File: src/rtl/lkvc_pkg.sv
package lkvc_pkg;

  localparam int ENTRIES    = 16;
  localparam int IDX_BITS   = $clog2(ENTRIES);
  localparam int CNT_BITS   = IDX_BITS + 1;
  localparam int RANK_BITS  = IDX_BITS;
  localparam int KEY_BITS   = 32;
  localparam int VALUE_BITS = 32;
  localparam int CFG_BITS   = 5;
  localparam int IN_BITS    = KEY_BITS + VALUE_BITS;

  localparam logic [CFG_BITS-1:0] ACTIVE_RESET = CFG_BITS'(16);

  localparam logic CMD_PUT = 1'b0;
  localparam logic CMD_GET = 1'b1;

  typedef struct packed {
    logic cap_in;
    logic lookup;
    logic update;
  } ctrl_cmd_t;

  typedef struct packed {
    logic is_get;
  } dp_sts_t;

endpackage

File: src/rtl/lkvc_ctrl.sv
module lkvc_ctrl (
  input  logic                 clk,
  input  logic                 rst_n,
  input  logic                 in_tvalid,
  output logic                 in_tready,
  output logic                 out_tvalid,
  input  logic                 out_tready,
  input  lkvc_pkg::dp_sts_t    sts,
  output lkvc_pkg::ctrl_cmd_t  cmd
);
  import lkvc_pkg::*;

  localparam logic [1:0] ST_IDLE   = 2'd0;
  localparam logic [1:0] ST_LOOKUP = 2'd1;
  localparam logic [1:0] ST_UPDATE = 2'd2;

  logic [1:0] state_r, state_nxt;
  logic       out_valid_r, out_valid_nxt;
  logic       out_free;
  logic       upd_ok;
  logic       accept;

  assign out_free   = !out_valid_r || out_tready;
  assign upd_ok     = (state_r == ST_UPDATE) && (!sts.is_get || out_free);
  assign in_tready  = (state_r == ST_IDLE) || upd_ok;
  assign accept     = in_tvalid && in_tready;
  assign out_tvalid = out_valid_r;

  assign cmd.cap_in = accept;
  assign cmd.lookup = (state_r == ST_LOOKUP);
  assign cmd.update = upd_ok;

  always_comb begin
    state_nxt = state_r;
    unique case (state_r)
      ST_IDLE: begin
        if (accept) state_nxt = ST_LOOKUP;
      end
      ST_LOOKUP: begin
        state_nxt = ST_UPDATE;
      end
      ST_UPDATE: begin
        if (upd_ok) state_nxt = accept ? ST_LOOKUP : ST_IDLE;
      end
      default: begin
        state_nxt = ST_IDLE;
      end
    endcase
  end

  always_comb begin
    out_valid_nxt = out_valid_r;
    priority if (upd_ok && sts.is_get) begin
      out_valid_nxt = 1'b1;
    end else if (out_tready) begin
      out_valid_nxt = 1'b0;
    end
  end

  always_ff @(posedge clk) begin
    if (!rst_n) begin
      state_r     <= ST_IDLE;
      out_valid_r <= 1'b0;
    end else begin
      state_r     <= state_nxt;
      out_valid_r <= out_valid_nxt;
    end
  end

endmodule

File: src/rtl/lkvc_dp.sv
module lkvc_dp (
  input  logic                                clk,
  input  logic                                rst_n,
  input  logic                                cfg_wr_en,
  input  logic [lkvc_pkg::CFG_BITS-1:0]       cfg_wr_data,
  input  logic                                in_command,
  input  logic [lkvc_pkg::KEY_BITS-1:0]       in_key,
  input  logic [lkvc_pkg::VALUE_BITS-1:0]     in_put_value,
  input  lkvc_pkg::ctrl_cmd_t                 cmd,
  output lkvc_pkg::dp_sts_t                   sts,
  output logic                                out_hit,
  output logic [lkvc_pkg::VALUE_BITS-1:0]     out_read_value
);
  import lkvc_pkg::*;

  logic [CFG_BITS-1:0]   active_r;
  logic                  command_r;
  logic [KEY_BITS-1:0]   key_r;
  logic [VALUE_BITS-1:0] put_value_r;

  logic                  valid_r [ENTRIES];
  logic [RANK_BITS-1:0]  rank_r  [ENTRIES];
  logic [KEY_BITS-1:0]   ekey_r  [ENTRIES];
  logic [VALUE_BITS-1:0] evalue_r[ENTRIES];

  logic                  hit_r;
  logic [IDX_BITS-1:0]   found_r;
  logic                  has_empty_r;
  logic [IDX_BITS-1:0]   empty_r;
  logic [IDX_BITS-1:0]   victim_r;
  logic [VALUE_BITS-1:0] rd_value_r;

  logic                  out_hit_r;
  logic [VALUE_BITS-1:0] out_value_r;

  logic [CNT_BITS-1:0]   act_cnt;
  logic [ENTRIES-1:0]    in_use;
  logic [ENTRIES-1:0]    match;
  logic [ENTRIES-1:0]    empty;
  logic [IDX_BITS-1:0]   found_idx;
  logic [IDX_BITS-1:0]   empty_idx;

  logic                  node_ok [2*ENTRIES];
  logic [RANK_BITS-1:0]  node_rk [2*ENTRIES];
  logic [IDX_BITS-1:0]   node_ix [2*ENTRIES];

  logic [IDX_BITS-1:0]   tgt;
  logic                  fill_mode;
  logic                  rank_upd;
  logic                  is_put;
  logic [RANK_BITS-1:0]  old_rank;

  assign sts.is_get     = (command_r == CMD_GET);
  assign out_hit        = out_hit_r;
  assign out_read_value = out_value_r;

  // active count clamp: zero acts as one, beyond the entry count acts as full
  always_comb begin
    priority if (active_r == '0) begin
      act_cnt = CNT_BITS'(1);
    end else if (CNT_BITS'(active_r) > CNT_BITS'(ENTRIES)) begin
      act_cnt = CNT_BITS'(ENTRIES);
    end else begin
      act_cnt = CNT_BITS'(active_r);
    end
  end

  always_comb begin
    for (int i = 0; i < ENTRIES; i++) begin
      in_use[i] = CNT_BITS'(i) < act_cnt;
      match[i]  = in_use[i] && valid_r[i] && (ekey_r[i] == key_r);
      empty[i]  = in_use[i] && !valid_r[i];
    end
  end

  // lowest index wins
  always_comb begin
    found_idx = '0;
    empty_idx = '0;
    for (int i = ENTRIES - 1; i >= 0; i--) begin
      if (match[i]) found_idx = IDX_BITS'(i);
      if (empty[i]) empty_idx = IDX_BITS'(i);
    end
  end

  // oldest active entry, comparator tree with left preference on ties
  always_comb begin
    for (int i = 0; i < ENTRIES; i++) begin
      node_ok[ENTRIES + i] = in_use[i];
      node_rk[ENTRIES + i] = rank_r[i];
      node_ix[ENTRIES + i] = IDX_BITS'(i);
    end
    node_ok[0] = 1'b0;
    node_rk[0] = '0;
    node_ix[0] = '0;
    for (int k = ENTRIES - 1; k >= 1; k--) begin
      if (node_ok[2*k] && (!node_ok[2*k+1] || node_rk[2*k] >= node_rk[2*k+1])) begin
        node_ok[k] = 1'b1;
        node_rk[k] = node_rk[2*k];
        node_ix[k] = node_ix[2*k];
      end else begin
        node_ok[k] = node_ok[2*k+1];
        node_rk[k] = node_rk[2*k+1];
        node_ix[k] = node_ix[2*k+1];
      end
    end
  end

  always_comb begin
    priority if (hit_r) begin
      tgt = found_r;
    end else if (has_empty_r) begin
      tgt = empty_r;
    end else begin
      tgt = victim_r;
    end
  end

  assign is_put    = (command_r == CMD_PUT);
  assign fill_mode = !hit_r && has_empty_r;
  assign rank_upd  = cmd.update && (is_put || hit_r);
  assign old_rank  = rank_r[tgt];

  always_ff @(posedge clk) begin
    if (!rst_n) begin
      active_r <= ACTIVE_RESET;
    end else if (cfg_wr_en) begin
      active_r <= cfg_wr_data;
    end
  end

  always_ff @(posedge clk) begin
    if (cmd.cap_in) begin
      command_r   <= in_command;
      key_r       <= in_key;
      put_value_r <= in_put_value;
    end
  end

  always_ff @(posedge clk) begin
    if (cmd.lookup) begin
      hit_r       <= |match;
      found_r     <= found_idx;
      has_empty_r <= |empty;
      empty_r     <= empty_idx;
      victim_r    <= node_ix[1];
      rd_value_r  <= evalue_r[found_idx];
    end
  end

  always_ff @(posedge clk) begin
    if (!rst_n) begin
      for (int i = 0; i < ENTRIES; i++) begin
        valid_r[i] <= 1'b0;
        rank_r[i]  <= '0;
      end
    end else if (rank_upd) begin
      for (int i = 0; i < ENTRIES; i++) begin
        if (IDX_BITS'(i) == tgt) begin
          valid_r[i] <= 1'b1;
          rank_r[i]  <= '0;
        end else if (valid_r[i] && (fill_mode || rank_r[i] < old_rank)) begin
          rank_r[i] <= RANK_BITS'(rank_r[i] + 1'b1);
        end
      end
    end
  end

  always_ff @(posedge clk) begin
    if (cmd.update && is_put) begin
      ekey_r[tgt]   <= key_r;
      evalue_r[tgt] <= put_value_r;
    end
  end

  always_ff @(posedge clk) begin
    if (cmd.update && !is_put) begin
      out_hit_r   <= hit_r;
      out_value_r <= hit_r ? rd_value_r : '0;
    end
  end

endmodule

File: src/rtl/lru_key_value_cache_core.sv
// channel | handshake             | payload
// in      | in_tvalid  in_tready  | tdata: key, put_value; tuser: command
// out     | out_tvalid out_tready | tdata: read_value; tuser: hit
// cfg     | cfg_wr_en             | cfg_wr_data: active_entries
//
// each item passes a lookup state (parallel key compare, empty and lru search), then an
// update state (rank, key and value write); the next item is taken in the update state
// a get waits in the update state while the output register holds an untaken item
// puts give no output item
// synchronous active-low reset empties the cache and sets active_entries to 16
module lru_key_value_cache_core (
  input  logic                                 clk,
  input  logic                                 rst_n,
  input  logic                                 cfg_wr_en,
  input  logic [lkvc_pkg::CFG_BITS-1:0]        cfg_wr_data,
  input  logic                                 in_tvalid,
  output logic                                 in_tready,
  input  logic [lkvc_pkg::IN_BITS-1:0]         in_tdata,   // key, put_value
  input  logic                                 in_tuser,   // command
  output logic                                 out_tvalid,
  input  logic                                 out_tready,
  output logic [lkvc_pkg::VALUE_BITS-1:0]      out_tdata,  // read_value
  output logic                                 out_tuser   // hit
);
  import lkvc_pkg::*;

  ctrl_cmd_t cmd;
  dp_sts_t   sts;

  lkvc_ctrl u_ctrl (
    .clk        (clk),
    .rst_n      (rst_n),
    .in_tvalid  (in_tvalid),
    .in_tready  (in_tready),
    .out_tvalid (out_tvalid),
    .out_tready (out_tready),
    .sts        (sts),
    .cmd        (cmd)
  );

  lkvc_dp u_dp (
    .clk            (clk),
    .rst_n          (rst_n),
    .cfg_wr_en      (cfg_wr_en),
    .cfg_wr_data    (cfg_wr_data),
    .in_command     (in_tuser),
    .in_key         (in_tdata[KEY_BITS-1:0]),
    .in_put_value   (in_tdata[IN_BITS-1:KEY_BITS]),
    .cmd            (cmd),
    .sts            (sts),
    .out_hit        (out_tuser),
    .out_read_value (out_tdata)
  );

  a_one_in_flight: assert property (@(posedge clk) disable iff (!rst_n)
    (in_tvalid && in_tready) |=> !(in_tvalid && in_tready))
    else $error("item accepted in lookup cycle");

  a_out_latency: assert property (@(posedge clk) disable iff (!rst_n)
    $rose(out_tvalid) |-> $past(in_tvalid && in_tready, 3))
    else $error("output item without matching input item");

  a_miss_zero: assert property (@(posedge clk) disable iff (!rst_n)
    (out_tvalid && !out_tuser) |-> (out_tdata == '0))
    else $error("miss returns nonzero value");

  a_lookup_update: assert property (@(posedge clk) disable iff (!rst_n)
    cmd.lookup |=> !cmd.lookup)
    else $error("back to back lookup cycles");

endmodule
File: config.mk
export PLATFORM = sky130hd
export DESIGN_NAME = lru_key_value_cache_core
export DESIGN_NICKNAME = d
export VERILOG_FILES = /design/src/rtl/lkvc_pkg.sv /design/src/rtl/lkvc_ctrl.sv /design/src/rtl/lkvc_dp.sv /design/src/rtl/lru_key_value_cache_core.sv
export SDC_FILE = /design/constraint.sdc
export NUM_CORES = 2
export LEC_CHECK = 0
export BUFFER_PORTS_ARGS = -buffer_cell sky130_fd_sc_hd__buf_4
export CAP_MARGIN = 25
export CORE_MARGIN = 8
export CORE_UTILIZATION = 40
export DETAILED_ROUTE_END_ITERATION = 10
export PLACE_DENSITY = 0.64
export SLEW_MARGIN = 20
export SYNTH_ARGS = -nofsm -noshare
export SYNTH_HDL_FRONTEND = slang
export SYNTH_SLANG_ARGS = --single-unit
File: constraint.sdc
create_clock -name clk -period 6.05 [get_ports clk]
set_clock_uncertainty 0.2 [all_clocks]
set_input_delay 1.21 -clock clk [delete_from_list [all_inputs] [get_ports clk]]
set_output_delay 1.21 -clock clk [all_outputs]
set_load 0.005 [all_outputs]
## Word-level counts from Yosys, hierarchy flattened

Memory sizes are Yosys's and may differ from the RTL's. A register that Yosys moved wholly into a read port is not among the register bits.
Cells that the tools add are included.

| storage, ports and cells | value |
|---|---|
| flip-flop bits (word level) | 120 |
| memory bits (writable) | 1,104 |
| logic and storage cells | 611 |
| memories | 4 |
| bits of input ports | 75 |

| operators by class | value |
|---|---|
| bitwise logic cells | 49 |
| reduce and logical (&&, ||, !) cells | 164 |
| multiplexer cells | 279 |
| equality and inequality tests | 35 |
| add/subtract/negate cells | 16 |
| order comparisons | 48 |

Memory list:

| name | words | bits a word | rd ports | clocked after Yosys merged registers in | write ports | RTL line | text |
|---|---|---|---|---|---|---|---|
| u_dp.ekey_r | 16 | 32 | 16 | 0 | 1 | lkvc_dp.sv:23 | `logic [KEY_BITS-1:0] ekey_r [ENTRIES];` |
| u_dp.evalue_r | 16 | 32 | 1 | 1 | 1 | lkvc_dp.sv:24 | `logic [VALUE_BITS-1:0] evalue_r[ENTRIES];` |
| u_dp.rank_r | 16 | 4 | 17 | 0 | 16 | lkvc_dp.sv:22 | `logic [RANK_BITS-1:0] rank_r [ENTRIES];` |
| u_dp.valid_r | 16 | 1 | 16 | 0 | 16 | lkvc_dp.sv:21 | `logic valid_r [ENTRIES];` |

Operator list:

| cell | count |
|---|---|
| 32-bit == test | 16 |
| 4-bit 2-to-1 mux | 73 |
| 1-bit 2-to-1 mux | 189 |
| 1-bit logical AND | 85 |
| 4-bit by 1-bit adder with 4-bit output, second input constant | 16 |
| 4-bit less-than comparator | 16 |
| 4-bit >= comparator | 15 |
| 1-bit OR | 48 |
| 4-bit by 5-bit less-than comparator with 1-bit output, first input constant | 8 |
| 1-bit logical OR | 35 |
| 1-bit zero test | 34 |
| 4-bit == test, first input constant | 8 |
| 16-bit OR reduction | 2 |
| 3-bit by 5-bit less-than comparator with 1-bit output, first input constant | 4 |
| 3-bit 2-to-1 mux | 6 |
| 3-bit by 4-bit == test with 1-bit output, first input constant | 4 |
| 2-bit 2-to-1 mux | 8 |
| 1-bit by 5-bit less-than comparator with 1-bit output, first input constant | 2 |
| 2-bit by 5-bit less-than comparator with 1-bit output, first input constant | 2 |
| 5-bit 2-to-1 mux | 2 |
| 2-bit by 4-bit == test with 1-bit output, first input constant | 2 |
| 8-bit OR reduction | 1 |
| 2-bit one-hot mux with 3 select lines | 1 |
| 5-bit greater-than comparator, second input constant | 1 |
| 12 further kinds | 13 |

## Depth between registers and ports, before layout

| depth | value |
|---|---|
| word-level depth | 22 |
| mapped depth | 34 |

## Hierarchy

From an unflattened synthesis, not the netlist that was laid out.

| second synthesis, totals | value |
|---|---|
| cells, all modules | 4,023 |
| area, all modules | 56,938.4 um^2 |

Modules (own cells, without submodules):

| module | times used | seq. area each (um^2) | area an instance (um^2) | cells each |
|---|---|---|---|---|
| lkvc_dp | 1 | 37,486.0 | 56,761.9 | 4,004 |
| lkvc_ctrl | 1 | 60.1 | 176.4 | 19 |

## Worst setup path after synthesis

OpenSTA, ideal clock, no wires.

| timing path | value |
|---|---|
| kind | reg-to-reg |
| start | register u_dp.hit_r |
| end | memory u_dp.ekey_r[9][0] (enable) |
| arrival time | 5,850 ps |
| setup time | 564 ps |
| setup slack | -564 ps |
| stages on the path, launching flop included | 7 |
| cell sequence | edfxtp_1 clkbuf_1 clkbuf_1 o21a_1 clkbuf_1 nand3_1 nor3_1 |

| between the ends | value |
|---|---|
| word-level cells in the longest chain between the ends | 1 |

Ends and longest elaborated chain:

| item | RTL line | text |
|---|---|---|
| from (decl) | lkvc_dp.sv:26 | `logic hit_r;` |
| from (signal assigned) | lkvc_dp.sv:142 | `hit_r <= \|match;` |
| 4-bit 2-to-1 mux | lkvc_dp.sv:110 | `priority if (hit_r) begin` |
| to (decl) | lkvc_dp.sv:23 |  |

Every way passes these cells.

==> results <==
- The deepest clock path buffer count is 3.
- Counting both buffers and inverters, the worst setup path holds a total of 2.
- Wires add up to approximately 160 mm.
- The clock-pin slew reported for the worst setup and hold paths after clock tree synthesis is ~60 ps.
- The largest voltage drop on the vdd net is approximately 0.29 mV.
- In this run the core area contains around 140 standard-cell rows.
- The count of vias placed by the detailed router is around 35000.
- Along the worst path, the maximum fanout reaches 6.
- Entering global routing, the biggest net connects between 60 and 70 pins.
- The power density of the placed cells is about 300 mW/mm^2.
- For the pin with the worst max-slew slack, the measured transition is approximately 1100 ps.
- In this run the standard cell core region covers approximately 0.14 sq mm.
- The clock buffer count from CTS is approximately 140.
- The peak per-stage delay on the critical path is roughly 380 ps.
- The post-detailed-route via-to-cell ratio is 5.61.
- The Yosys step of the flow raised 0 warnings.
- Setup violations remaining at the end of the flow were counted as 0.
- The count of TritonRoute iterations in the first routing pass is 7.
- The global-route wire length before repair is 229 mm.
- For this run, asynchronously set or reset flops after synthesis account for 0%.
- The most used cell along the critical path is a21o_1.
- The required time at the endpoint of the critical path is between 6000 and 7000 ps.
- From left edge to right edge, the die measures just under 400 um.
- In the routed design, unresolved DRC markers number 0.
- Summed over all nets, the half-perimeter wirelength after detailed placement is around 100 mm.
- Counting flops with a built-in enable in the synthesized netlist gives 1239.
- The clock drives 1256 sinks.
- The number of nets produced by synthesis is 4132.
- At the later pin of the worst-skew pair, clock insertion delay measures 770 ps.
- By startpoint and endpoint, the worst setup path is classified as reg -> reg.
- The worst min-delay path class is reg -> reg.
- Synthesis handed over a netlist of 3933 instances.
- The starting density of the core is between 40% and 50%.
- In this run the static leakage power is 0.0219 uW.
- The sequential fraction of the synthesis area is around two thirds.
- Of the cells placed in the final design, the portion with a size suffix greater than 1 is 17.4%.
- TritonCTS built the clock tree.
- The net count of the finished layout is ~4500.
- The total overflow reported by the global router is 0.
- In this run, distinct cell masters in the synthesized netlist total 73.
- In this run the number of H-tree levels came out at 4.
- For this run, the top clock speed supported by timing is ~0.17 GHz.
- The mapped netlist covers 0.0568 sq mm.
- In this run the tightest slew margin relative to its limit is 27.7%.
- The startpoint type of the worst setup path is a flop.
- The detailed router finished its first iteration with approximately 3600 violations.
- The endpoint class of the critical path is a flop.
- Among all flip-flop cells after synthesis, the most frequent one is edfxtp_1.
- The count of maximum capacitance violations is 0.
- In this run the mean area of a mapped cell was approximately 14 sq um.
- Dividing the final minimum period by the clock period gives just under 100%.
- Subtracting the final worst setup slack from the clock period gives 5890 ps.
- The layout has around 12000 filler cells.
- The final number of max-transition violations is 0.
- For the worst setup path, the data arrival time is roughly 6300 ps.
- For this design the top-level I/O count stands at between 100 and 150.
- The cell sitting at the root of the clock tree is a clkbuf_16.
- On the critical path, the stage with the largest delay is an instance of edfxtp_1.
- In this run the remaining antenna-violating nets after routing total 0.
- Buffers placed on the I/O ports in this run total between 100 and 150.
- The via count of the first global-routing pass is between 30000 and 40000.
- The top cell family by delay on the critical path is compound AO/OA/AOI/OAI gates.
- The total die area is approximately 0.15 sq mm.
- The y dimension of the die is 393 um.
- The run finished with clean final reports.
- The final hold violation count is 0.
- The wire length per cell is ~25 um.
- The synthesized design contains 1256 register bits.
- The final core area utilization is 46.9%.
- The routability congestion estimate is about 0.9.
- Final hold analysis gives a worst-case slack of roughly 320 ps.
- The all-layer global routing usage is roughly a fifth.
- The area growth from synthesis to layout is 16.6%.
- The initial antenna violation count was 5.
==> where the power goes <==
group	total (uW)	internal, uW	switching, uW
Clock	8080	4630	3450
Sequential	9820	9670	150
Combinational	1560	652	907
Total	19500	14900	4510
==> through the flow <==
| stage | power [uW] | instances | setup slack [ps] | setup TNS [ps] | area, sq um |
|---|---|---|---|---|---|
| floorplan | 10800 | 3933 | 51.1 | 0 | 56800 |
| global placement | 11400 | 6001 | -23.0 | -62.2 | 61600 |
| detailed placement | 11500 | 6005 | -144 | -362 | 61600 |
| CTS | 19500 | 6252 | 4.25 | 0 | 65900 |
| global route | 20100 | 6268 | -60.6 | -98.1 | 66200 |
| finish | 19500 | 6269 | 156 | 0 | 66200 |
==> worst reg2reg max path, delay by kind of cell, from the launching register on <==
kind | cells | cell delay (ps)
mux | 3 | 820
buf+inv | 2 | 220
simple gates | 7 | 730
compound gates | 13 | 2360
fa+ha+maj | 4 | 1020
flops | 1 | 380
==> cells in the mapped netlist, types with 10 or more instances <==
cell       count  area [sq um]
ha_1         124          1550
a211oi_1      38           285
a211o_1       34           298
nand4b_1      10          87.6
a21boi_0      12          90.1
a31oi_1       15          93.8
nand4_1      111           694
a2111oi_0     32           280
o31a_1        17           149
edfxtp_1    1239         37200
o21ai_0       54           270
mux4_2        12           270
or4_1         13          97.6
xnor2_1      218          1910
buf_6         21           236
nand3_1       56           280
o21a_1        45           338
buf_2         87           435
mux2i_1      162          1620
nor2b_1       23           144
a21oi_1       64           320
inv_1         83           312
mux2_2        69           777
dfxtp_1       17           340
o21ai_1       32           160
nor4_1       189          1180
nor4bb_1      33           330
o211ai_1      17           128
and3_1        36           225
nor3_1        67           335
xor2_1       321          2810
and2_1        39           244
nand2b_1      68           425
nand2_1      154           578
clkbuf_1      64           240
o2111ai_1     36           315
a21o_1        14           105
buf_4         18           135
nor2_1       195           732
==> cells by family after synthesis <==
logic type	synth area share (%)
fa+ha+maj	2.73
xor+xnor	8.31
mux	4.72
simple gates	10.3
buf+inv	2.43
compound gates	5.40
flops	66.1
==> cells in the final DEF (no fill, tap or decap), drive strengths merged, types with 12 or more instances in the layout <==
cell and count:
edfxtp 1239, buf 392, xor2 321, xnor2 218, nor2 195, nor4 190, clkbuf 173, mux2i 162
nand2 155, ha 124, nand4 111, inv 91, o21ai 86, mux2 70, nand2b 68, nor3 67
a21oi 65, nand3 56, clkinv 54, o21a 45, and2 39, a211oi 38, and3 36, o2111ai 36
a211o 34, nor4bb 33, a2111oi 33, nor2b 23, o211ai 17, o31a 17, dfxtp 17, a31oi 16
or4 16, a21o 14, a21boi 13, mux4 12
==> timing repair <==
item / CTS / global route
buffers inserted: 0 / 15
hold buffers: 0 / 0
hold endpoints to repair: 0 / 0
setup endpoints to repair: 3 / 4
gates resized for setup: 3 / 52
cloned: 0 / 0
pin swaps: 2 / 37
==> path summary, 6_finish.rpt <==
path                             from                      end  slack (ps)  depth (start not counted)
setup / recovery    u_dp.rank_r[8][0]         u_dp.victim_r[0]         160                         29
hold / removal    u_dp.rd_value_r[12]  u_dp.out_read_value[12]         320                          1
setup reg to reg    u_dp.rank_r[8][0]         u_dp.victim_r[0]         160                         29
hold reg to reg   u_dp.rd_value_r[12]  u_dp.out_read_value[12]         320                          1
==> registers in the layout (all words and copies together) (netlist names), 5 cells and up <==
| signal | flops |
|---|---|
| u_dp.active_r | 5 |
| u_dp.valid_r | 16 |
| u_dp.evalue_r | 512 |
| u_dp.out_read_value | 32 |
| u_dp.rank_r | 64 |
| u_dp.ekey_r | 512 |
| u_dp.rd_value_r | 32 |
| u_dp.put_value_r | 32 |
| u_dp.key_r | 32 |
==> area by class of cell <==
class	instances	area, sq um	area share (%)
Tap cell	1890	2360	3.57
Multi-Input combinational cell	2399	18300	27.6
Inverter	84	315	0.476
Timing Repair Buffer	392	3420	5.16
Clock inverter	74	597	0.901
Sequential cell	1256	37500	56.7
Antenna cell	1	2.50	0.00378
Clock buffer	173	3690	5.57
==> routing by layer <==
layer	GRT usage, %	wire, um	share of wire [%]
met5	0	0	0
met4	6.17	4380	2.8
met2	31.2	71600	46
met1	27.8	68200	44
met3	3.82	11800	7.6
Power figures use the tool's default switching activity.
